File: src/rtl/dsfl_pkg.sv
`default_nettype none
// ============================================================================
// dsfl_pkg: shared types and constants of the descriptor slot free list
// Field widths, request and status codes, register indexes and the
// request record that travels from the front end to the back end.
// ============================================================================
package dsfl_pkg;

    // Field and register widths
    localparam int KIND_W    = 2;
    localparam int IDX_IN_W  = 10;
    localparam int ADDR_W    = 48;
    localparam int STATUS_W  = 2;
    localparam int COUNT_W   = 11;
    localparam int STRIDE_W  = 13;
    localparam int SPAN_W    = COUNT_W + STRIDE_W;
    localparam int CFG_IDX_W = 2;
    localparam int CFG_W     = 48;
    localparam int IN_DATA_W  = 64;
    localparam int OUT_DATA_W = 120;

    // Default slot array size
    localparam int DEFAULT_MAX_SLOTS = 1024;

    // Register reset values
    localparam logic [COUNT_W-1:0]  SLOT_COUNT_RESET  = 11'd1024;
    localparam logic [STRIDE_W-1:0] SLOT_STRIDE_RESET = 13'd32;

    // Register indexes
    localparam logic [CFG_IDX_W-1:0] REG_SLOT_COUNT  = 2'd0;
    localparam logic [CFG_IDX_W-1:0] REG_SLOT_STRIDE = 2'd1;
    localparam logic [CFG_IDX_W-1:0] REG_CPU_BASE    = 2'd2;
    localparam logic [CFG_IDX_W-1:0] REG_GPU_BASE    = 2'd3;

    typedef enum logic [KIND_W-1:0] {
        KIND_ALLOC    = 2'd0,
        KIND_FREE_IDX = 2'd1,
        KIND_FREE_CPU = 2'd2,
        KIND_FREE_GPU = 2'd3
    } kind_t;

    typedef enum logic [STATUS_W-1:0] {
        ST_OK       = 2'd0,
        ST_NO_FREE  = 2'd1,
        ST_RANGE    = 2'd2,
        ST_ALL_FREE = 2'd3
    } status_t;

    // Classified request: allocate, or free a slot that may be out of range
    typedef struct packed {
        logic               op_alloc;
        logic               oor;
        logic [COUNT_W-1:0] idx;
    } slot_req_t;

    // The slot count register is 11 bits wide, so no more than 2047 slots
    // are ever in use whatever the array size.
    function automatic int eff_slots(input int max_slots);
        return (max_slots < 2047) ? max_slots : 2047;
    endfunction

endpackage : dsfl_pkg
`default_nettype wire

File: src/rtl/dsfl_queue.sv
`default_nettype none
// ============================================================================
// dsfl_queue: two-entry request queue
// Decouples the front end from the back end so either may stall.
// ============================================================================
module dsfl_queue (
    input  wire logic    clk,
    input  wire logic    rst_n,
    input  wire logic    in_valid,
    output logic         in_ready,
    input  wire dsfl_pkg::slot_req_t in_data,
    output logic         out_valid,
    input  wire logic    out_ready,
    output dsfl_pkg::slot_req_t out_data
);

    import dsfl_pkg::*;

    slot_req_t   slots_reg [2];
    logic        wr_ptr_reg;
    logic        rd_ptr_reg;
    logic [1:0]  fill_reg;
    logic        push;
    logic        pop;

    assign in_ready  = (fill_reg != 2'd2);
    assign out_valid = (fill_reg != 2'd0);
    assign out_data  = slots_reg[rd_ptr_reg];
    assign push      = in_valid && in_ready;
    assign pop       = out_valid && out_ready;

    // Entry storage
    always_ff @(posedge clk)
    begin
        if (push)
        begin
            slots_reg[wr_ptr_reg] <= in_data;
        end
    end

    // Pointers and fill level
    always_ff @(posedge clk or negedge rst_n)
    begin
        if (!rst_n)
        begin
            wr_ptr_reg <= 1'b0;
            rd_ptr_reg <= 1'b0;
            fill_reg   <= 2'd0;
        end
        else
        begin
            if (push)
            begin
                wr_ptr_reg <= ~wr_ptr_reg;
            end
            if (pop)
            begin
                rd_ptr_reg <= ~rd_ptr_reg;
            end
            if (push && !pop)
            begin
                fill_reg <= fill_reg + 1'b1;
            end
            else if (pop && !push)
            begin
                fill_reg <= fill_reg - 1'b1;
            end
        end
    end

endmodule : dsfl_queue
`default_nettype wire

File: config.mk
export PLATFORM = sky130hd
export DESIGN_NAME = dsfl_queue
export DESIGN_NICKNAME = d
export VERILOG_FILES = /design/src/rtl/dsfl_pkg.sv /design/src/rtl/dsfl_queue.sv
export SDC_FILE = /design/constraint.sdc
export NUM_CORES = 1
export LEC_CHECK = 0
export BUFFER_PORTS_ARGS = -buffer_cell sky130_fd_sc_hd__buf_4
export CAP_MARGIN = 30
export CORE_ASPECT_RATIO = 0.9
export CORE_MARGIN = 4
export CORE_UTILIZATION = 50
export CTS_CLUSTER_SIZE = 25
export DETAILED_ROUTE_END_ITERATION = 7
export GPL_TIMING_DRIVEN = 0
export HOLD_SLACK_MARGIN = 0.02
export PLACE_DENSITY = 0.84
export SETUP_SLACK_MARGIN = 0.15
export SYNTH_ARGS = -nofsm -noshare
export SYNTH_HDL_FRONTEND = slang
export SYNTH_SLANG_ARGS = --single-unit
File: constraint.sdc
create_clock -name clk -period 1.85 [get_ports clk]
set_clock_uncertainty 0.05 [all_clocks]
set_input_delay 0.37 -clock clk [delete_from_list [all_inputs] [get_ports clk]]
set_output_delay 0.37 -clock clk [all_outputs]
set_load 0.02 [all_outputs]
==> results of run 1 <==
[how the worst max path moves through the flow]
stage,startpoint,endpoint,slack [ns]
finish,rd_ptr_reg,out_data[7],0.08
global route,rd_ptr_reg,out_data[11],0.004
CTS,rd_ptr_reg,out_data[7],0.05
detailed placement,fill_reg[0],slots_reg[0][12],0.05
global placement,fill_reg[0],slots_reg[0][4],-0.13
floorplan,fill_reg[0],slots_reg[0][0],0.17
[cells by family (layout without fill, tap and decap cells)]
| group | after synthesis | after routing |
|---|---|---|
| flip-flops | 30 | 30 |
| adder cells (fa/ha/maj) | 1 | 1 |
| buffers and inverters | 2 | 45 |
| AND/OR/NAND/NOR | 7 | 7 |
| XOR/XNOR | 5 | 5 |
| multiplexers | 13 | 13 |
[layer usage]
layer,routed length (um),global-route usage [%],up-vias
met5,0,0,-
met4,30,6.95,0
met3,134,6.10,3
met2,1060,27.7,24
met1,837,18.2,310
li1,-,-,298
[area by class of cell]
class | instances | area [um2] | area share (%)
tap | 27 | 33.8 | 2.23
timing repair buffer | 35 | 269 | 17.8
sequential | 30 | 882 | 58.2
clock inverter | 1 | 5.00 | 0.330
inverter | 1 | 3.75 | 0.248
multi-input combinational | 26 | 251 | 16.6
buffer | 1 | 15.0 | 0.991
clock buffer | 7 | 55.1 | 3.63
[cell usage after synthesis (all sizes together)]
| library cell | count |
|---|---|
| edfxtp | 26 |
| xor2 | 2 |
| nor2 | 2 |
| xnor2 | 3 |
| or2 | 1 |
| mux2 | 13 |
| ha | 1 |
| buf | 1 |
| inv | 1 |
| dfrtp | 4 |
| nand2 | 2 |
| nand2b | 1 |
| and3 | 1 |
[metrics by stage]
step / instance area [um2] / total power, mW / setup TNS, ns
after floorplan: 1140 / 1.65 / 0
after global placement: 1410 / 1.97 / -1.67
after detailed placement: 1420 / 2.03 / 0
after CTS: 1520 / 2.48 / 0
after global routing: 1520 / 2.60 / 0
final: 1520 / 2.45 / 0
[where the power goes]
group          switching (mW)  internal (mW)  total [mW]
combinational           0.511          0.514        1.03
sequential             0.0836          0.941        1.02
clock                   0.212          0.184       0.396
[timing repair]
action                                 CTS  global route
pin swaps                                0             0
buffers inserted                         2             0
setup endpoints to repair               20            13
gates resized for setup                  3             0
gates cloned                             0             0
endpoints found under the hold margin    4             0
hold buffers                             1             0
==> summary.md, run 1 <==
| Metric | Value |
|---|---|
| Max Slew Vio Count | `0` |
| Core Box Area | `2180 um2` |
| Largest net degree at the start of global routing | `14` |
| HP Class | `input pin to flop` |
| CTS tree | `yes` |
| Worst-path clk slew | `0.09 ns` |
| Nets | `118` |
| Cell at the root of the clock tree | `clkbuf_4` |
| Synth Area in Simple Gates | `4.04%` |
| Sink of the worst hold path | `slots_reg[0][9]` |
| Worst reg2reg path endpoint | `slots_reg[0][1]` |
| R2R Path Start | `fill_reg[0]` |
| Post-synth cell types | `14` |
| CP Max Fanout | `10` |
| Hold slack | `0.181 ns` |
| PnR worst setup slack | `0.0795 ns` |
| R2R Setup Slk | `0.28 ns` |
| Worst EP required | `1.43 ns` |
| DR vias | `635` |
| Initial drt markers | `10` |
| Die Span X | `58.4 um` |
| Commonest non-fill, non-tap cell in the layout | `buf_4` |
| DIE AREA | `3120 um2` |
| Fin cells | `128` |
| Clk sinks | `30` |
| I/O pin total | `32` |
| Cell Area, Synth | `1140 um2` |
| Drt pass-1 iters | `3` |
| Global-route wire length before repair | `3460 um` |
| Rows | `16` |
| Critical path's top delay family | `flip-flops` |
| CP Buf/Inv Count | `2` |
| Antenna Nets Post-Route | `0` |
| GP Congestion | `0.635` |
| Post-synth net total | `76` |
| Hold Fails Final Rpt | `0` |
| Register area share after synthesis | `76.9%` |
| Pwr per Cell Area | `1610 nW/um2` |
| Routed WL | `2070 um` |
| Synth Area in Compound Gates | `0%` |
| Synth-to-Final Area Change | `32.3%` |
| Biggest area consumer among synthesized cells | `edfxtp_1` |
| Clock Latency Late Sink | `0.32 ns` |
| Final core occ | `69.4%` |
| Post-synthesis mux area share | `12.8%` |
| Crit path depth | `3` |
| Most frequent cells in the layout | `buf_4, edfxtp_1, mux2_2, clkbuf_4` |
| Seq cells post-synth | `30` |
| Post-place setup slack | `0.0512 ns` |
| Hold_sp | `in_data[9]` |
| Final setup fails | `0` |
| Grt ovf | `0` |
| DRC Markers | `0` |
| Least-Margin Pin Slew | `0.616 ns` |
| Maximum clock path buffer count | `2` |
| Period utilization | `95.7%` |
| Cells after DPL | `117` |
| Initial Utilization | `52.5%` |
| Critical Path AT | `1.35 ns` |
| Number of fillers in the final layout | `170` |
| Via density | `4.96` |
| Max_slew headroom | `59.0%` |
| RSZ-0062 raised after global routing | `true` |
| Post-synth top area share | `68.2%` |
| Antenna Cells | `0` |
| Slowest CP cell | `dfrtp_2` |
| Adder-Cell Fraction of Synth Area | `1.09%` |
| Max Clk Rate | `565 MHz` |
| Synth Instances | `58` |
| Total GRT Usage | `16.2%` |
| YS warnings | `0` |
| CTS Buf Count | `5` |
| Lkg Pwr | `0.607 nW` |
| Hold path depth | `1` |
| Ranking of synthesized cells by area | `edfxtp_1, mux2_2, dfrtp_1, xnor2_1, xor2_1` |
| Vias in the first global route | `710` |
| Startpoint types | `flop` |
| Minimum clock period | `1.77 ns` |
| Crit. End Element | `output port` |
| Status | `finished, final reports clean` |
| Synth Area per Inst | `19.7 um2` |
| Main combinational cell family by area after synthesis | `multiplexers` |
| IO buf count | `31` |
| Max-Cap Viols | `0` |
| Max FFs per register | `26` |
| WL per Instance | `16.1 um` |
| Share of layout cells above drive strength 1 | `59.4%` |
| Worst r2r path cells | `4` |
| Max H-tree Level | `2` |
| Die H | `53.4 um` |
| HPWL after detailed placement | `1450 um` |
| Crit-path max cell delay | `0.39 ns` |
| Peak supply drop | `0.975 mV` |
| XOR/XNOR share of the synthesized area | `3.83%` |
| CP Cell Sequence | `buf_8 -> mux2_2 -> buf_4` |
| Crit Path Class | `flop to output port` |
| Antenna violations before repair | `0` |
Note: power is estimated with default switching activity, not from simulation.
==> run 2: changes to the inputs <==
- CELL_PAD_IN_SITES_DETAIL_PLACEMENT: unset -> 1
- CELL_PAD_IN_SITES_GLOBAL_PLACEMENT: unset -> 1
- CORE_UTILIZATION: 50 -> 41
- PLACE_DENSITY: 0.84 -> 0.83
==> run 2 against run 1 <==
Compared with the run above:
- global-route usage down 3.6 points
- non-clock buffer count did not move
- register-to-register slack about the same
- critical path type unchanged
- critical endpoint is now out_data[8]
- highest routed layer unchanged
==> summary.md, run 2 (synthesis results as in run 1) <==
| Metric | Value |
|---|---|
| Status | `finished, final reports clean (unchanged)` |
| Antenna violations before repair | `0 (unchanged)` |
| Max H-tree Level | `2 (unchanged)` |
| Commonest non-fill, non-tap cell in the layout | `buf_4 (unchanged)` |
| CTS tree | `yes (unchanged)` |
| Final setup fails | `0 (unchanged)` |
| Maximum clock path buffer count | `2 (unchanged)` |
| Max Slew Vio Count | `0 (unchanged)` |
| Clock Latency Late Sink | `0.31 ns (was 0.32 ns)` |
| Die H | `58.1 um (was 53.4 um)` |
| Grt ovf | `0 (unchanged)` |
| I/O pin total | `32 (unchanged)` |
| Antenna Nets Post-Route | `0 (unchanged)` |
| DIE AREA | `3700 um2 (was 3120 um2)` |
| Vias in the first global route | `732 (was 710)` |
| Die Span X | `63.7 um (was 58.4 um)` |
| Period utilization | `95.8% (was 95.7%)` |
| Minimum clock period | `1.77 ns (about the same)` |
| DRC Markers | `0 (unchanged)` |
| IO buf count | `31 (unchanged)` |
| Startpoint types | `flop (unchanged)` |
| Nets | `118 (unchanged)` |
| Initial drt markers | `15 (was 10)` |
| Cell at the root of the clock tree | `clkbuf_4 (unchanged)` |
| Routed WL | `2090 um (was 2070 um)` |
| Least-Margin Pin Slew | `0.344 ns (was 0.616 ns)` |
| Pwr per Cell Area | `1600 nW/um2 (was 1610 nW/um2)` |
| Antenna Cells | `0 (unchanged)` |
| DR vias | `630 (was 635)` |
| Register area | `883 um2 (was 882 um2)` |
| Clk sinks | `30 (unchanged)` |
| Max FFs per register | `26 (unchanged)` |
| Worst EP required | `1.43 ns (about the same)` |
| HP Class | `input pin to flop (unchanged)` |
| HPWL after detailed placement | `1500 um (was 1450 um)` |
| Max Clk Rate | `564 MHz (was 565 MHz)` |
| Crit. End Element | `output port (unchanged)` |
| Initial Utilization | `44.9% (was 52.5%)` |
| Largest net degree at the start of global routing | `14 (unchanged)` |
| Synth-to-Final Area Change | `32.5% (was 32.3%)` |
| Crit Path Class | `flop to output port (unchanged)` |
| Total GRT Usage | `12.7% (was 16.2%)` |
| Share of layout cells above drive strength 1 | `61.4% (was 59.4%)` |
| Max_slew headroom | `77.1% (was 59.0%)` |
| Most frequent cells in the layout | `buf_4, edfxtp_1, mux2_2, clkbuf_4, xnor2_1 (was buf_4, edfxtp_1, mux2_2, clkbuf_4)` |
| Lkg Pwr | `0.601 nW (was 0.607 nW)` |
| RSZ-0062 raised after global routing | `true (unchanged)` |
| Worst r2r path cells | `6 (was 4)` |
| Peak supply drop | `0.664 mV (was 0.975 mV)` |
| Critical Path AT | `1.35 ns (about the same)` |
| Multi-input gate area | `260 um2 (was 251 um2)` |
| Global-route wire length before repair | `3360 um (was 3460 um)` |
| Fin cells | `129 (was 128)` |
| CTS Buf Count | `5 (unchanged)` |
| Worst-path clk slew | `0.09 ns (about the same)` |
| Core Box Area | `2550 um2 (was 2180 um2)` |
| Hold path depth | `1 (unchanged)` |
| Rows | `17 (was 16)` |
| GP Congestion | `0.670 (was 0.635)` |
| Power Total | `2.43 mW (was 2.45 mW)` |
| Hold Fails Final Rpt | `0 (unchanged)` |
| Number of fillers in the final layout | `236 (was 170)` |
| WL per Instance | `16.2 um (was 16.1 um)` |
| Max-Cap Viols | `0 (unchanged)` |
| Drt pass-1 iters | `3 (unchanged)` |
| CP Max Fanout | `10 (unchanged)` |
| Cells after DPL | `118 (was 117)` |
| Via density | `4.88 (was 4.96)` |
## run 2: cell count changes in the layout (fill, tap and decap cells not counted), sizes merged
| cell | delta |
|---|---|
| clkbuf | -1 |
| clkinv | +1 |
## run 2: layout make-up
| type | count | share of cell area, % |
|---|---|---|
| buffer | 1 | 0.990 |
| clock buffer | 6 | 2.72 |
| clock inverter | 2 | 0.578 |
| inverter | 1 | 0.248 |
| multi-input combinational | 26 | 17.2 |
| sequential | 30 | 58.3 |
| tap | 28 | 2.31 |
| timing repair buffer | 35 | 17.7 |
## run 2: path summary, 6_finish.rpt
kind                                     to   startpoint  slack [ns]
setup / recovery                out_data[8]   rd_ptr_reg        0.08
hold / removal             slots_reg[0][11]  in_data[11]        0.18
setup reg to reg                fill_reg[1]  fill_reg[0]        0.29
hold reg to reg                 fill_reg[0]  fill_reg[0]        0.48
max in group asynchronous        rd_ptr_reg        rst_n        1.31
min in group asynchronous        wr_ptr_reg        rst_n        0.33
## run 2: layer usage
layer	part of all wire [%]	GRT usage (%)
met2	51	23.1
met3	6.4	4.84
met4	1.3	6.46
met5	0	0
met1	41	12.7
## run 2: power breakdown
group          internal, mW  switching, mW
sequential            0.942         0.0894
clock                 0.142          0.209
combinational         0.520          0.524
total                  1.60          0.822
## run 2: timing repair
action	in CTS	in global routing
hold buffers	1	0
resized for setup	3	4
gates cloned	0	0
setup buffers	2	0
pin swaps	0	0
endpoints found under the setup margin	26	34
endpoints found under the hold margin	4	0
## run 2: per-stage QoR
step	TNS [ns]	util [%]	hold WS [ns]	worst slack (ns)	instance area [um2]
after global placement	-1.72	55.3	0.119	-0.133	1410
after global routing	0	59.4	0.155	0.0169	1520
final	0	59.4	0.179	0.0778	1520
after floorplan	0	-	0.0244	0.166	1140
after CTS	0	59.0	0.168	0.0562	1510
after detailed placement	0	55.8	0.120	0.00922	1420
## run 2: critical path: stages, from the launching register on
cell and delay, ns:
dfrtp_2 0.39, buf_8 0.14, mux2_2 0.34, buf_4 0.16
