**config.mk**
```make
export PLATFORM = sky130hd
export DESIGN_NAME = dsfl_front
export DESIGN_NICKNAME = d
export VERILOG_FILES = /design/src/rtl/dsfl_pkg.sv /design/src/rtl/dsfl_front.sv
export SDC_FILE = /design/constraint.sdc
export NUM_CORES = 1
export LEC_CHECK = 0
export ABC_AREA = 0
export BUFFER_PORTS_ARGS = -buffer_cell sky130_fd_sc_hd__buf_2
export CAP_MARGIN = 20
export CORE_UTILIZATION = 30
export DETAILED_ROUTE_END_ITERATION = 7
export MAX_ROUTING_LAYER = met4
export PLACE_DENSITY = 0.57
export SLEW_MARGIN = 20
export SYNTH_ARGS = -nofsm -noshare
export SYNTH_HDL_FRONTEND = slang
export SYNTH_SLANG_ARGS = --single-unit
export TNS_END_PERCENT = 30
```
**constraint.sdc**
```tcl
create_clock -name clk -period 4.3 [get_ports clk]
set_clock_uncertainty 0.05 [all_clocks]
set_input_delay 0.43 -clock clk [delete_from_list [all_inputs] [get_ports clk]]
set_output_delay 0.43 -clock clk [all_outputs]
set_load 0.01 [all_outputs]
```
**src/rtl/dsfl_pkg.sv**
```systemverilog
`default_nettype none
// ============================================================================
// dsfl_pkg: shared types and constants of the descriptor slot free list
// Field widths, request and status codes, register indexes and the
// request record that travels from the front end to the back end.
// ============================================================================
package dsfl_pkg;

    // Field and register widths
    localparam int KIND_W    = 2;
    localparam int IDX_IN_W  = 10;
    localparam int ADDR_W    = 48;
    localparam int STATUS_W  = 2;
    localparam int COUNT_W   = 11;
    localparam int STRIDE_W  = 13;
    localparam int SPAN_W    = COUNT_W + STRIDE_W;
    localparam int CFG_IDX_W = 2;
    localparam int CFG_W     = 48;
    localparam int IN_DATA_W  = 64;
    localparam int OUT_DATA_W = 120;

    // Default slot array size
    localparam int DEFAULT_MAX_SLOTS = 1024;

    // Register reset values
    localparam logic [COUNT_W-1:0]  SLOT_COUNT_RESET  = 11'd1024;
    localparam logic [STRIDE_W-1:0] SLOT_STRIDE_RESET = 13'd32;

    // Register indexes
    localparam logic [CFG_IDX_W-1:0] REG_SLOT_COUNT  = 2'd0;
    localparam logic [CFG_IDX_W-1:0] REG_SLOT_STRIDE = 2'd1;
    localparam logic [CFG_IDX_W-1:0] REG_CPU_BASE    = 2'd2;
    localparam logic [CFG_IDX_W-1:0] REG_GPU_BASE    = 2'd3;

    typedef enum logic [KIND_W-1:0] {
        KIND_ALLOC    = 2'd0,
        KIND_FREE_IDX = 2'd1,
        KIND_FREE_CPU = 2'd2,
        KIND_FREE_GPU = 2'd3
    } kind_t;

    typedef enum logic [STATUS_W-1:0] {
        ST_OK       = 2'd0,
        ST_NO_FREE  = 2'd1,
        ST_RANGE    = 2'd2,
        ST_ALL_FREE = 2'd3
    } status_t;

    // Classified request: allocate, or free a slot that may be out of range
    typedef struct packed {
        logic               op_alloc;
        logic               oor;
        logic [COUNT_W-1:0] idx;
    } slot_req_t;

    // The slot count register is 11 bits wide, so no more than 2047 slots
    // are ever in use whatever the array size.
    function automatic int eff_slots(input int max_slots);
        return (max_slots < 2047) ? max_slots : 2047;
    endfunction

endpackage : dsfl_pkg
`default_nettype wire

```
**src/rtl/dsfl_front.sv**
```systemverilog
`default_nettype none
// ============================================================================
// dsfl_front: request intake and classification
// Takes input transfers, turns addresses into slot indexes by a bit-serial
// restoring divide, flags out-of-range requests and hands a record on.
// ============================================================================
module dsfl_front #(
    parameter int MAX_SLOTS = dsfl_pkg::DEFAULT_MAX_SLOTS
) (
    input  wire logic                                clk,
    input  wire logic                                rst_n,
    input  wire logic                                s_tvalid,
    output logic                                     s_tready,
    // s_tdata: slot_index[9:0], address[57:10], zero pad
    input  wire logic [dsfl_pkg::IN_DATA_W-1:0]      s_tdata,
    // s_tuser: kind[1:0]
    input  wire logic [dsfl_pkg::KIND_W-1:0]         s_tuser,
    input  wire logic [dsfl_pkg::COUNT_W-1:0]        count,
    input  wire logic [dsfl_pkg::STRIDE_W-1:0]       stride,
    input  wire logic [dsfl_pkg::ADDR_W-1:0]         cpu_base,
    input  wire logic [dsfl_pkg::ADDR_W-1:0]         gpu_base,
    input  wire logic [dsfl_pkg::SPAN_W-1:0]         span,
    output logic                                     q_valid,
    input  wire logic                                q_ready,
    output dsfl_pkg::slot_req_t                      q_data
);

    import dsfl_pkg::*;

    localparam int EFF    = eff_slots(MAX_SLOTS);
    localparam int CNT_W  = $clog2(EFF + 1);
    localparam int REM_W  = CNT_W + STRIDE_W;
    localparam int STEP_W = $clog2(CNT_W);

    typedef enum logic [1:0] {
        F_IDLE,
        F_RANGE,
        F_DIV,
        F_SEND
    } fstate_t;

    fstate_t              state_reg;
    slot_req_t            ent_reg;
    logic [ADDR_W-1:0]    diff_reg;
    logic                 borrow_reg;
    logic [REM_W-1:0]     rem_reg;
    logic [REM_W-1:0]     div_reg;
    logic [CNT_W-1:0]     quo_reg;
    logic [STEP_W-1:0]    step_reg;

    kind_t                kind;
    logic [IDX_IN_W-1:0]  slot_in;
    logic [ADDR_W-1:0]    addr_in;
    logic [ADDR_W-1:0]    base_sel;
    logic [ADDR_W:0]      diff;
    logic                 idx_oor;
    logic                 addr_oor;
    logic                 fits;
    logic [CNT_W-1:0]     quo_next;

    // Unpack the request
    assign kind    = kind_t'(s_tuser);
    assign slot_in = s_tdata[IDX_IN_W-1:0];
    assign addr_in = s_tdata[IDX_IN_W+ADDR_W-1:IDX_IN_W];

    // Offset from the selected base; top bit is the borrow
    assign base_sel = (kind == KIND_FREE_CPU) ? cpu_base : gpu_base;
    assign diff     = {1'b0, addr_in} - {1'b0, base_sel};
    assign idx_oor  = ({1'b0, slot_in} >= count);

    // Range check of the address offset against count times stride
    assign addr_oor = borrow_reg || (stride == '0) || (diff_reg >= ADDR_W'(span));

    // One quotient bit per cycle
    assign fits     = (rem_reg >= div_reg);
    assign quo_next = {quo_reg[CNT_W-2:0], fits};

    assign s_tready = (state_reg == F_IDLE);
    assign q_valid  = (state_reg == F_SEND);
    assign q_data   = ent_reg;

    // Sequencer
    always_ff @(posedge clk or negedge rst_n)
    begin
        if (!rst_n)
        begin
            state_reg <= F_IDLE;
        end
        else
        begin
            case (state_reg)
                F_IDLE:
                begin
                    if (s_tvalid)
                    begin
                        case (kind)
                            KIND_ALLOC:
                            begin
                                ent_reg   <= '{op_alloc: 1'b1, oor: 1'b0, idx: '0};
                                state_reg <= F_SEND;
                            end
                            KIND_FREE_IDX:
                            begin
                                ent_reg   <= '{op_alloc: 1'b0, oor: idx_oor,
                                               idx: COUNT_W'(slot_in)};
                                state_reg <= F_SEND;
                            end
                            default:
                            begin
                                diff_reg   <= diff[ADDR_W-1:0];
                                borrow_reg <= diff[ADDR_W];
                                state_reg  <= F_RANGE;
                            end
                        endcase
                    end
                end
                F_RANGE:
                begin
                    if (addr_oor)
                    begin
                        ent_reg   <= '{op_alloc: 1'b0, oor: 1'b1, idx: '0};
                        state_reg <= F_SEND;
                    end
                    else
                    begin
                        // Offset is below count times stride, so it fits REM_W
                        rem_reg   <= diff_reg[REM_W-1:0];
                        div_reg   <= {1'b0, stride, {(CNT_W-1){1'b0}}};
                        quo_reg   <= '0;
                        step_reg  <= STEP_W'(CNT_W - 1);
                        state_reg <= F_DIV;
                    end
                end
                F_DIV:
                begin
                    if (fits)
                    begin
                        rem_reg <= rem_reg - div_reg;
                    end
                    div_reg  <= div_reg >> 1;
                    quo_reg  <= quo_next;
                    step_reg <= step_reg - 1'b1;
                    if (step_reg == '0)
                    begin
                        ent_reg   <= '{op_alloc: 1'b0, oor: 1'b0, idx: COUNT_W'(quo_next)};
                        state_reg <= F_SEND;
                    end
                end
                F_SEND:
                begin
                    if (q_ready)
                    begin
                        state_reg <= F_IDLE;
                    end
                end
                default:
                begin
                    state_reg <= F_IDLE;
                end
            endcase
        end
    end

endmodule : dsfl_front
`default_nettype wire

```
==> impl_metrics.ini, run 1 <==
[power_and_ir_drop]
ir_worst_vdd_mv = 0.2851
leakage_nw = 5.638
power_mw = 5.391
pwr_density_cell_nw_per_um2 = 436.9

[route]
drtAntennaViolNets = 0
wirelength_um = 25800
via_per_inst = 4.892
vias = 8321
drc_errors = 0
wl_per_cell_um = 15.17
drtIter0Drc = 300
dr.pass1.iters = 5

[logic_synthesis]
synth_top_area_share = 0.3659
syn_area_um2 = 10090
synth_edf_count = 123
ys_async_sr_fraction = 0.01600
synth_cell_types = 67
synth_seq_cells = 125
ys_warn_count = 0
avgSynthCellArea_um2 = 9.829
synth.largest_area_cell = edfxtp_1
synth_area_leaders = edfxtp_1, ha_1, mux2i_1
ys.flop_type = edfxtp_1
ys_seq_area_frac = 0.3708
netlist_instances = 1027
syn-num-nets = 1353

[floorplanning]
core_area_um2 = 32780
die_w_um = 185.4
start_util = 0.3079
chipHeight_um = 185.4
pin_count = 229
die-area_um2 = 34390
rows = 66

[worst_hold_path]
hold_path.class = input pin to register
hold-path-cell-count = 2

[final_layout]
syn2layout_area_growth_pct = 22.24
fillerInstances = 3373
drive_gt1_frac = 0.2488
largest_register_ffs = 48
final_core_util = 0.3764
nNetsFinal = 1571

[setup_path]
cp_max_fo = 23
reg2regPathDepth = 9
worstSetupStartpointType = input pin
worstSetupPathType = input pin to register
worstPathRequired_ns = 4.41
end_kind = register
cp.arrival_ns = 3.67

[grt]
antenna_found_initial = 1
grt_pass1_vias = 7985
grt_pass1_wl_um = 40770
grt_usage = 0.1560
grt_start_max_net_pins = 58
overflow = 0

[place]
dp_hpwl_um = 20950
port_buffers = 222
gp_congestion = 0.8585

[clock_tree]
cts_tree = done
htree_levels = 4
cts_sinks = 125
cts.clk_slew.worst_paths_ns = 0.06
cts_root_buffer = clkbuf_16
cts_made_buffers = 17
ctsLongestPathBuffers = 2
cts_setup_buffers = 0
postCtsHoldBufs = 1
clock_latency_ns = 0.42
cts_resized = 0

[timing]
hold_violations = 0
rsz0062_at_grt = no
final-setup-viol-count = 0
min_period_ns = 3.565
slew_violations = 0
max-slew-margin-rel = 0.4008
fin_tns_setup_ns = 0
fmax_ghz = 0.2805
fin_crit_sh = 0.8291
tightest_slew_ns = 0.8966

[outcome]
outcome = finished clean

[run]
maxCapViolCount = 0
==> Yosys cell counts, types with 3 or more instances <==
cell	number
nand3_1	14
o211ai_1	7
a211oi_1	10
o21bai_1	10
mux2_2	28
mux2i_1	49
inv_1	85
a221oi_1	3
a2111oi_2	3
or4_1	4
o21ai_1	4
nor3_1	21
xor2_1	21
a21oi_1	77
and4_1	3
buf_1	5
nor2b_1	10
o21a_1	15
nand2b_1	14
o21ai_0	45
or3_1	3
nand2_1	63
a41oi_1	3
nor2_1	59
a21o_1	45
a31oi_1	10
ha_1	110
o21ai_2	3
nand4_1	18
edfxtp_1	123
a22o_1	9
xnor2_1	38
nor4_1	9
clkbuf_1	30
a211o_1	7
and3_1	8
and2_1	18
a21boi_0	5
==> cell usage in the layout (no fill, tap or decap), types with 28 or more instances in the layout <==
master      n
buf_2     222
edfxtp_1  123
ha_1      109
inv_1      85
a21oi_1    77
nand2_1    63
nor2_1     58
mux2i_1    49
o21ai_0    45
a21o_1     45
xnor2_1    38
mux2_2     28
==> critical path, cell delays in order <==
cell and delay, ns:
buf_2 0.12, nand2b_4 0.20, buf_12 0.19, buf_12 0.18, mux2i_1 0.13, ha_1 0.39
a21oi_1 0.09, o21ai_0 0.43, a211oi_1 0.14, o21ai_1 0.18, o21ai_2 0.11, or4_1 0.49
a31oi_2 0.28, a21oi_1 0.12, xnor2_1 0.15
==> final timing paths <==
kind / slack, ns / start / end
worst max-delay path: 0.74 / s_tuser[0] / diff_reg[42]$_DFFE_PP_
worst min-delay path: 0.27 / s_tdata[2] / q_data[2]$_DFFE_PP_
worst max register to register: 0.86 / diff_reg[31]$_DFFE_PP_ / div_reg[0]$_SDFFCE_PN0P_
worst min register to register: 0.48 / quo_reg[9]$_SDFFCE_PN0P_ / q_data[10]$_DFFE_PP_
max in group asynchronous: 3.74 / rst_n / state_reg[1]$_DFFE_PN0P_
min in group asynchronous: 0.32 / rst_n / state_reg[0]$_DFFE_PN0P_
==> area by class of cell <==
type,count,area [µm²],share of cell area
well taps,442,553.0,0.04482
flip-flops and latches,125,3744,0.3034
clock inverters,15,148.9,0.01207
inverters,86,322.8,0.02616
repair buffers,234,1229,0.09957
clock buffers,17,425.4,0.03448
multi-input cells,781,5914,0.4793
diodes,1,2.502,0.0002028
==> metrics by stage <==
step	hold WS [ns]	setup WS, ns	cells	area, µm²
final	0.2708	0.7351	1701	12340
after global placement	0.1996	0.3668	1667	11750
after floorplan	0.08441	0.2820	1027	10090
after global routing	0.2551	0.4224	1701	12340
after detailed placement	0.2007	0.3303	1667	11750
after CTS	0.2559	0.7445	1700	12340
==> cell families after synthesis <==
| logic type | synth area share |
|---|---|
| multiplexers | 0.07982 |
| flip-flops | 0.3708 |
| AO/OA/AOI/OAI | 0.1878 |
| XOR/XNOR | 0.05119 |
| adder cells (fa/ha/maj) | 0.1403 |
| buffers and inverters | 0.04499 |
| AND/OR/NAND/NOR | 0.1251 |
==> where the power goes <==
group          switching [mW]  leakage, nW  internal [mW]
Combinational            1.29         4.21          0.947
Sequential             0.0721         1.15           1.68
Clock                   0.548        0.274          0.848
Total                    1.91         5.64           3.48
==> metal layers <==
layer	GRT usage	share of wire	routed length [µm]	up-vias
li1	-	-	-	4256
met1	0.1992	0.47	12140	3881
met2	0.2545	0.48	12440	158
met3	0.02006	0.030	779	26
met4	0.05058	0.017	444	0
met5	-	0	0	-
Power figures use the tool's default switching activity.
==> run 2: changes to the inputs <==
--- a/config.mk
+++ b/config.mk
@@ -5,13 +5,13 @@
 export SDC_FILE = /design/constraint.sdc
 export NUM_CORES = 1
 export LEC_CHECK = 0
-export ABC_AREA = 0
+export ABC_AREA = 1
 export BUFFER_PORTS_ARGS = -buffer_cell sky130_fd_sc_hd__buf_2
 export CAP_MARGIN = 20
 export CORE_UTILIZATION = 30
 export DETAILED_ROUTE_END_ITERATION = 7
 export MAX_ROUTING_LAYER = met4
-export PLACE_DENSITY = 0.57
+export PLACE_DENSITY = 0.59
 export SLEW_MARGIN = 20
 export SYNTH_ARGS = -nofsm -noshare
 export SYNTH_HDL_FRONTEND = slang
==> constraint.sdc (replaced) <==
create_clock -name clk -period 3.1 [get_ports clk]
set_clock_uncertainty 0.05 [all_clocks]
set_input_delay 0.31 -clock clk [delete_from_list [all_inputs] [get_ports clk]]
set_output_delay 0.31 -clock clk [all_outputs]
set_load 0.01 [all_outputs]
==> impl_metrics.ini, run 2 <==
[outcome]
outcome = finished clean

[logic_synthesis]
yosys-mux-area-fraction = 0.04313
synth_edf_count = 123
synth.most_common_cell = nand2_1
synth_cell_types = 47
syn-num-nets = 1824
synthXorXnorAreaFrac = 0.03215
synth_common_cells = nand2_1, inv_1, nor2_1
synth_area_leaders = edfxtp_1, ha_1, nand2_1
netlist_instances = 1498
synth_adder_area_share = 0.1268
synth_simple_gate_area_frac = 0.2384
synth_top_family_by_area = simple AND/OR/NAND/NOR gates
syn_area_um2 = 11170
ys_warn_count = 0
synth_seq_cells = 125
avgSynthCellArea_um2 = 7.455
synth-compound-area-share = 0.1370
synth_top_area_share = 0.3307
ys.flop_type = edfxtp_1
ys_async_sr_fraction = 0.01600
synth.largest_area_cell = edfxtp_1
ys_seq_area_frac = 0.3352

[timing]
min_period_ns = 2.619
tightest_slew_ns = 0.6745
max-slew-margin-rel = 0.5503
slew_violations = 0
fin_tns_setup_ns = 0
fmax_ghz = 0.3818
final-setup-viol-count = 0
hold_violations = 0
fin_crit_sh = 0.8450
rsz0062_at_grt = no

[setup_path]
cp_max_fo = 24
r2r_start = div_reg[14]$_DFFE_PP_
critical_path.startpoint = s_tuser[1]
crit_chain = buf_2 > nand2_2 > buf_12 > buf_4 > mux2i_1 > ha_1 > a21oi_1 > o21ai_0 > a21oi_1 > nor2_1 > o21ai_0 > nand3_1 > nand2_1 > nand2_1
worstSetupStartpointType = input pin
worstSetupPathType = input pin to register
critPathSlowestCell = o21ai_0
worstPathRequired_ns = 3.23
r2r_slack_ns = 0.58
r2r_end = rem_reg[7]$_DFFE_PP_
cp.arrival_ns = 2.75
reg2regPathDepth = 11
end_kind = register
crit_end = diff_reg[47]$_DFFE_PP_
crit_path_max_incr_delay_ns = 0.39

[clock_tree]
ctsLongestPathBuffers = 2
cts.clk_slew.worst_paths_ns = 0.06
cts_root_buffer = clkbuf_16
cts_resized = 0
cts_sinks = 125
htree_levels = 4
clock_latency_ns = 0.43
cts_made_buffers = 17
cts_tree = done

[final_layout]
diodes = 0
final_cell_mix = nand2_1, inv_1, buf_2
final_common_cell = nand2_1
layoutNonFillerInstCount = 2309
drive_gt1_frac = 0.2156
largest_register_ffs = 48
nNetsFinal = 2155
syn2layout_area_growth_pct = 27.13

[grt]
use_met3 = 0.01909
grt_start_max_net_pins = 65
grt_pass1_vias = 11142
overflow = 0
met2_usage = 0.3329
grt_usage = 0.1959
top_usage_layer = met2
antenna_found_initial = 0
grtUsageMet1 = 0.2352
grt_pass1_wl_um = 56280

[power_and_ir_drop]
leakage_nw = 6.961
pwr_density_cell_nw_per_um2 = 614.1
ir_worst_vdd_mv = 0.4606

[route]
drtAntennaViolNets = 0
drtIter0Drc = 544
via_per_inst = 4.786
drc_errors = 0
wirelength_um = 35770
dr.pass1.iters = 6
vias = 11051
wl_per_cell_um = 15.49

[place]
dp_hpwl_um = 30680
placed_cells = 2277
gp_congestion = 0.9965
port_buffers = 222

[floorplanning]
die-area_um2 = 38000
die_w_um = 194.9
rows = 70
start_util = 0.3051
pin_count = 229
core_area_um2 = 36610
chipHeight_um = 194.9

[run]
maxCapViolCount = 0

[worst_hold_path]
hold_path.class = input pin to register
hold-path-cell-count = 3
==> run 2: cell count changes in the layout (fill, tap and decap cells not counted), sizes merged, moves of 55 or more <==
| cell | change |
|---|---|
| nand2 | +263 |
| inv | +155 |
| nor2 | +118 |
| buf | +94 |
| o21ai | +69 |
| nand3 | +55 |
==> run 2: how the worst min path moves through the flow <==
stage	start	endpoint	slack (ns)
6_report	s_tdata[6]	q_data[6]$_DFFE_PP_	0.14
3_5_place_dp	rst_n	state_reg[0]$_DFFE_PN0P_	0.07
2_1_floorplan	rst_n	state_reg[0]$_DFFE_PN0P_	-0.04
3_3_place_gp	rst_n	state_reg[1]$_DFFE_PN0P_	0.07
4_1_cts	s_tdata[4]	q_data[4]$_DFFE_PP_	0.12
5_1_grt	s_tdata[5]	q_data[5]$_DFFE_PP_	0.17
==> run 2: logic make-up after synthesis <==
family / after synthesis
multiplexers: 48
adder cells (fa/ha/maj): 112
flip-flops: 125
buffers and inverters: 258
AO/OA/AOI/OAI: 281
XOR/XNOR: 41
AND/OR/NAND/NOR: 633
==> run 2: critical path: cells and delay by family <==
kind / cells / cell delay (ns)
multiplexers: 1 / 0.19
AO/OA/AOI/OAI: 4 / 1.00
buffers and inverters: 3 / 0.44
AND/OR/NAND/NOR: 5 / 0.50
adder cells (fa/ha/maj): 1 / 0.28
==> run 2: through the flow <==
stage	hold slack (ns)	setup WS [ns]	total power [mW]	utilization	cell area, µm²
floorplan	-0.03559	0.08551	5.441	-	11170
global placement	0.06991	0.07895	6.828	0.3726	13640
detailed placement	0.07250	0.07244	6.877	0.3726	13640
CTS	0.1199	0.5141	8.786	0.3878	14200
global route	0.1656	0.2368	9.433	0.3878	14200
finish	0.1438	0.4806	8.719	0.3878	14200
==> run 2: power by group <==
group,internal (mW),switching [mW],total [mW]
registers,2.49,0.157,2.65
logic,1.54,2.67,4.21
clock network,1.09,0.767,1.86
total,5.12,3.60,8.72
==> run 2: area by class of cell <==
cell class,count,area (µm²)
tap,468,585.6
sequential,125,3744
clock buffer,17,425.4
multi-input combinational,1115,6465
inverter,242,908.4
clock inverter,14,123.9
fill,3931,22410
timing repair buffer,328,1947
==> run 2: timing repair <==
action | 4_1_cts | 5_1_grt
buffers inserted | 0 | 0
hold buffers | 1 | 0
hold endpoints to repair | 2 | 0
==> run 2: routing by layer <==
layer  part of all wire  vias to the layer above
li1                   -                     5698
met1               0.45                     4965
met2               0.48                      323
met3              0.036                       65
met4              0.034                        0
met5                  0                        -
==> run 3: changes to the inputs <==
--- a/config.mk
+++ b/config.mk
@@ -11,7 +11,7 @@
 export CORE_UTILIZATION = 30
 export DETAILED_ROUTE_END_ITERATION = 7
 export MAX_ROUTING_LAYER = met4
-export PLACE_DENSITY = 0.59
+export PLACE_DENSITY = 0.57
 export SLEW_MARGIN = 20
 export SYNTH_ARGS = -nofsm -noshare
 export SYNTH_HDL_FRONTEND = slang
==> constraint.sdc (replaced) <==
create_clock -name clk -period 2.5 [get_ports clk]
set_clock_uncertainty 0.05 [all_clocks]
set_input_delay 0.25 -clock clk [delete_from_list [all_inputs] [get_ports clk]]
set_output_delay 0.25 -clock clk [all_outputs]
set_load 0.01 [all_outputs]
==> impl_metrics.ini, run 3 (synthesized netlist as in run 2, its figures left out) <==
[outcome]
outcome = finished clean

[worst_hold_path]
hold_path.startpoint = s_tdata[9]
hold_end = q_data[9]$_DFFE_PP_
hold_path.class = input pin to register
hold-path-cell-count = 3

[timing]
fin_tns_setup_ns = 0
rsz0062_at_grt = yes
tightest_slew_ns = 0.6675
max-slew-margin-rel = 0.5550
fmax_ghz = 0.4080
final-setup-viol-count = 0
hold_violations = 0
min_period_ns = 2.451
fin_crit_sh = 0.9803
slew_violations = 0

[power_and_ir_drop]
power_frac_clock = 0.224
leakage_nw = 7.643
p_switching_mw = 4.753
pwr-share-comb = 0.503
power_frac_seq = 0.273
ir_worst_vdd_mv = 0.4382
intPower_mw = 7.268
power_mw = 12.02
pwr_density_cell_nw_per_um2 = 754.2
p_sw_frac = 0.3954

[grt]
antenna_found_initial = 0
overflow = 0
grt_pass1_vias = 11612
grt_start_max_net_pins = 65
grt_pass1_wl_um = 58970
grt_usage = 0.2081

[route]
drc_errors = 0
dr.pass1.iters = 8
via_per_inst = 4.792
vias = 11607
wl_met3_um = 1235
m1WireLength_um = 17530
drtAntennaViolNets = 0
top_layer = met4
wl_per_cell_um = 16.25
met2_length_um = 19070
wirelength_um = 39350
drtIter0Drc = 586

[place]
gp_congestion = 1.039
dpl_cell_area_um2 = 14330
dp_hpwl_um = 32700
port_buffers = 222

[final_layout]
register_area_um2 = 3744
final_core_util = 0.4354
fin_area_um2 = 15940
nNetsFinal = 2268
final_cell_mix = nand2_1, inv_1, buf_2
syn2layout_area_growth_pct = 42.72
multiInputGateArea_um2 = 7146
diodes = 0
largest_register_ffs = 48
drive_gt1_frac = 0.3362
fillerInstances = 3783
final_common_cell = nand2_1

[setup_path]
worstPathRequired_ns = 2.59
r2r_start = diff_reg[17]$_DFFE_PP_
cp_max_fo = 6
end_kind = register
worstSetupPathType = register to register
reg2regPathDepth = 11
critical_path.startpoint = diff_reg[17]$_DFFE_PP_
cp.arrival_ns = 2.54
worstSetupStartpointType = register
r2r_slack_ns = 0.05
r2r_end = rem_reg[13]$_DFFE_PP_

[clock_tree]
cts_made_buffers = 17
clock_latency_ns = 0.43
cts_root_buffer = clkbuf_16
cts_tree = done
ctsLongestPathBuffers = 2
cts_sinks = 125
cts.clk_slew.worst_paths_ns = 0.06
htree_levels = 4

[floorplanning]
die_w_um = 194.9
chipHeight_um = 194.9
core_area_um2 = 36610
start_util = 0.3051
die-area_um2 = 38000
rows = 70
pin_count = 229

[run]
maxCapViolCount = 0
[run 3: cell types whose count changed in the layout (fill, tap and decap cells not counted), moves of 20 or more]
cell,previous run,this run
a21oi_1,120,96
a21oi_2,1,24
buf_4,102,205
nand2_1,318,291
nand2_2,8,34
nor2_1,169,128
nor2_2,6,37
o21ai_0,108,82
o21ai_1,7,27
[run 3: worst max path at each step]
stage,to,slack [ns],cells past startpoint
floorplan,rem_reg[0]$_DFFE_PP_,-0.13,9
global placement,diff_reg[33]$_DFFE_PP_,-0.71,17
detailed placement,diff_reg[33]$_DFFE_PP_,-0.65,17
CTS,diff_reg[37]$_DFFE_PP_,0.01,15
global route,rem_reg[13]$_DFFE_PP_,-0.08,11
finish,rem_reg[13]$_DFFE_PP_,0.05,11
[run 3: cell type report]
| class | count | share of cell area |
|---|---|---|
| inverters | 242 | 0.05699 |
| flip-flops and latches | 125 | 0.2349 |
| repair buffers | 441 | 0.1837 |
| well taps | 468 | 0.03674 |
| clock buffers | 19 | 0.02716 |
| clock inverters | 12 | 0.01225 |
| multi-input cells | 1115 | 0.4483 |
[run 3: repair_timing]
action,in CTS,in global routing
setup endpoints to repair,61,111
hold buffers,1,0
gates cloned,0,6
hold endpoints to repair,2,0
resized for setup,13,184
buffers inserted,0,20
pin swaps,0,50
[run 3: metrics by stage]
stage | worst slack (ns) | cells | hold slack (ns)
floorplan | -0.1294 | 1498 | -0.09559
global route | -0.07856 | 2422 | 0.07967
finish | 0.04915 | 2422 | 0.09199
detailed placement | -0.6543 | 2364 | 0.01492
global placement | -0.7074 | 2364 | 0.01074
CTS | 0.01103 | 2396 | 0.07041
[run 3: worst max-delay path: stages (launching register included)]
cell       delay [ns]
edfxtp_1         0.40
ha_1             0.30
nand2_1          0.08
inv_1            0.04
o21ai_0          0.19
a21oi_1          0.12
nor3_2           0.18
nand2_2          0.10
nand2_2          0.10
nand3_4          0.09
nor2_4           0.28
clkbuf_16        0.22
[run 3: power by group through the flow]
stage	Sequential, mW	Combinational, mW	Clock, mW
detailed placement	3.32	5.56	0
global placement	3.31	5.52	0
floorplan	3.30	3.45	0
global route	3.34	6.73	2.82
finish	3.29	6.04	2.69
CTS	3.29	5.60	2.75
[run 3: layer usage]
layer | global-route usage | vias to the layer above
li1 | - | 5925
met1 | 0.2498 | 5299
met2 | 0.3520 | 316
met3 | 0.02048 | 67
met4 | 0.09390 | 0
met5 | - | -
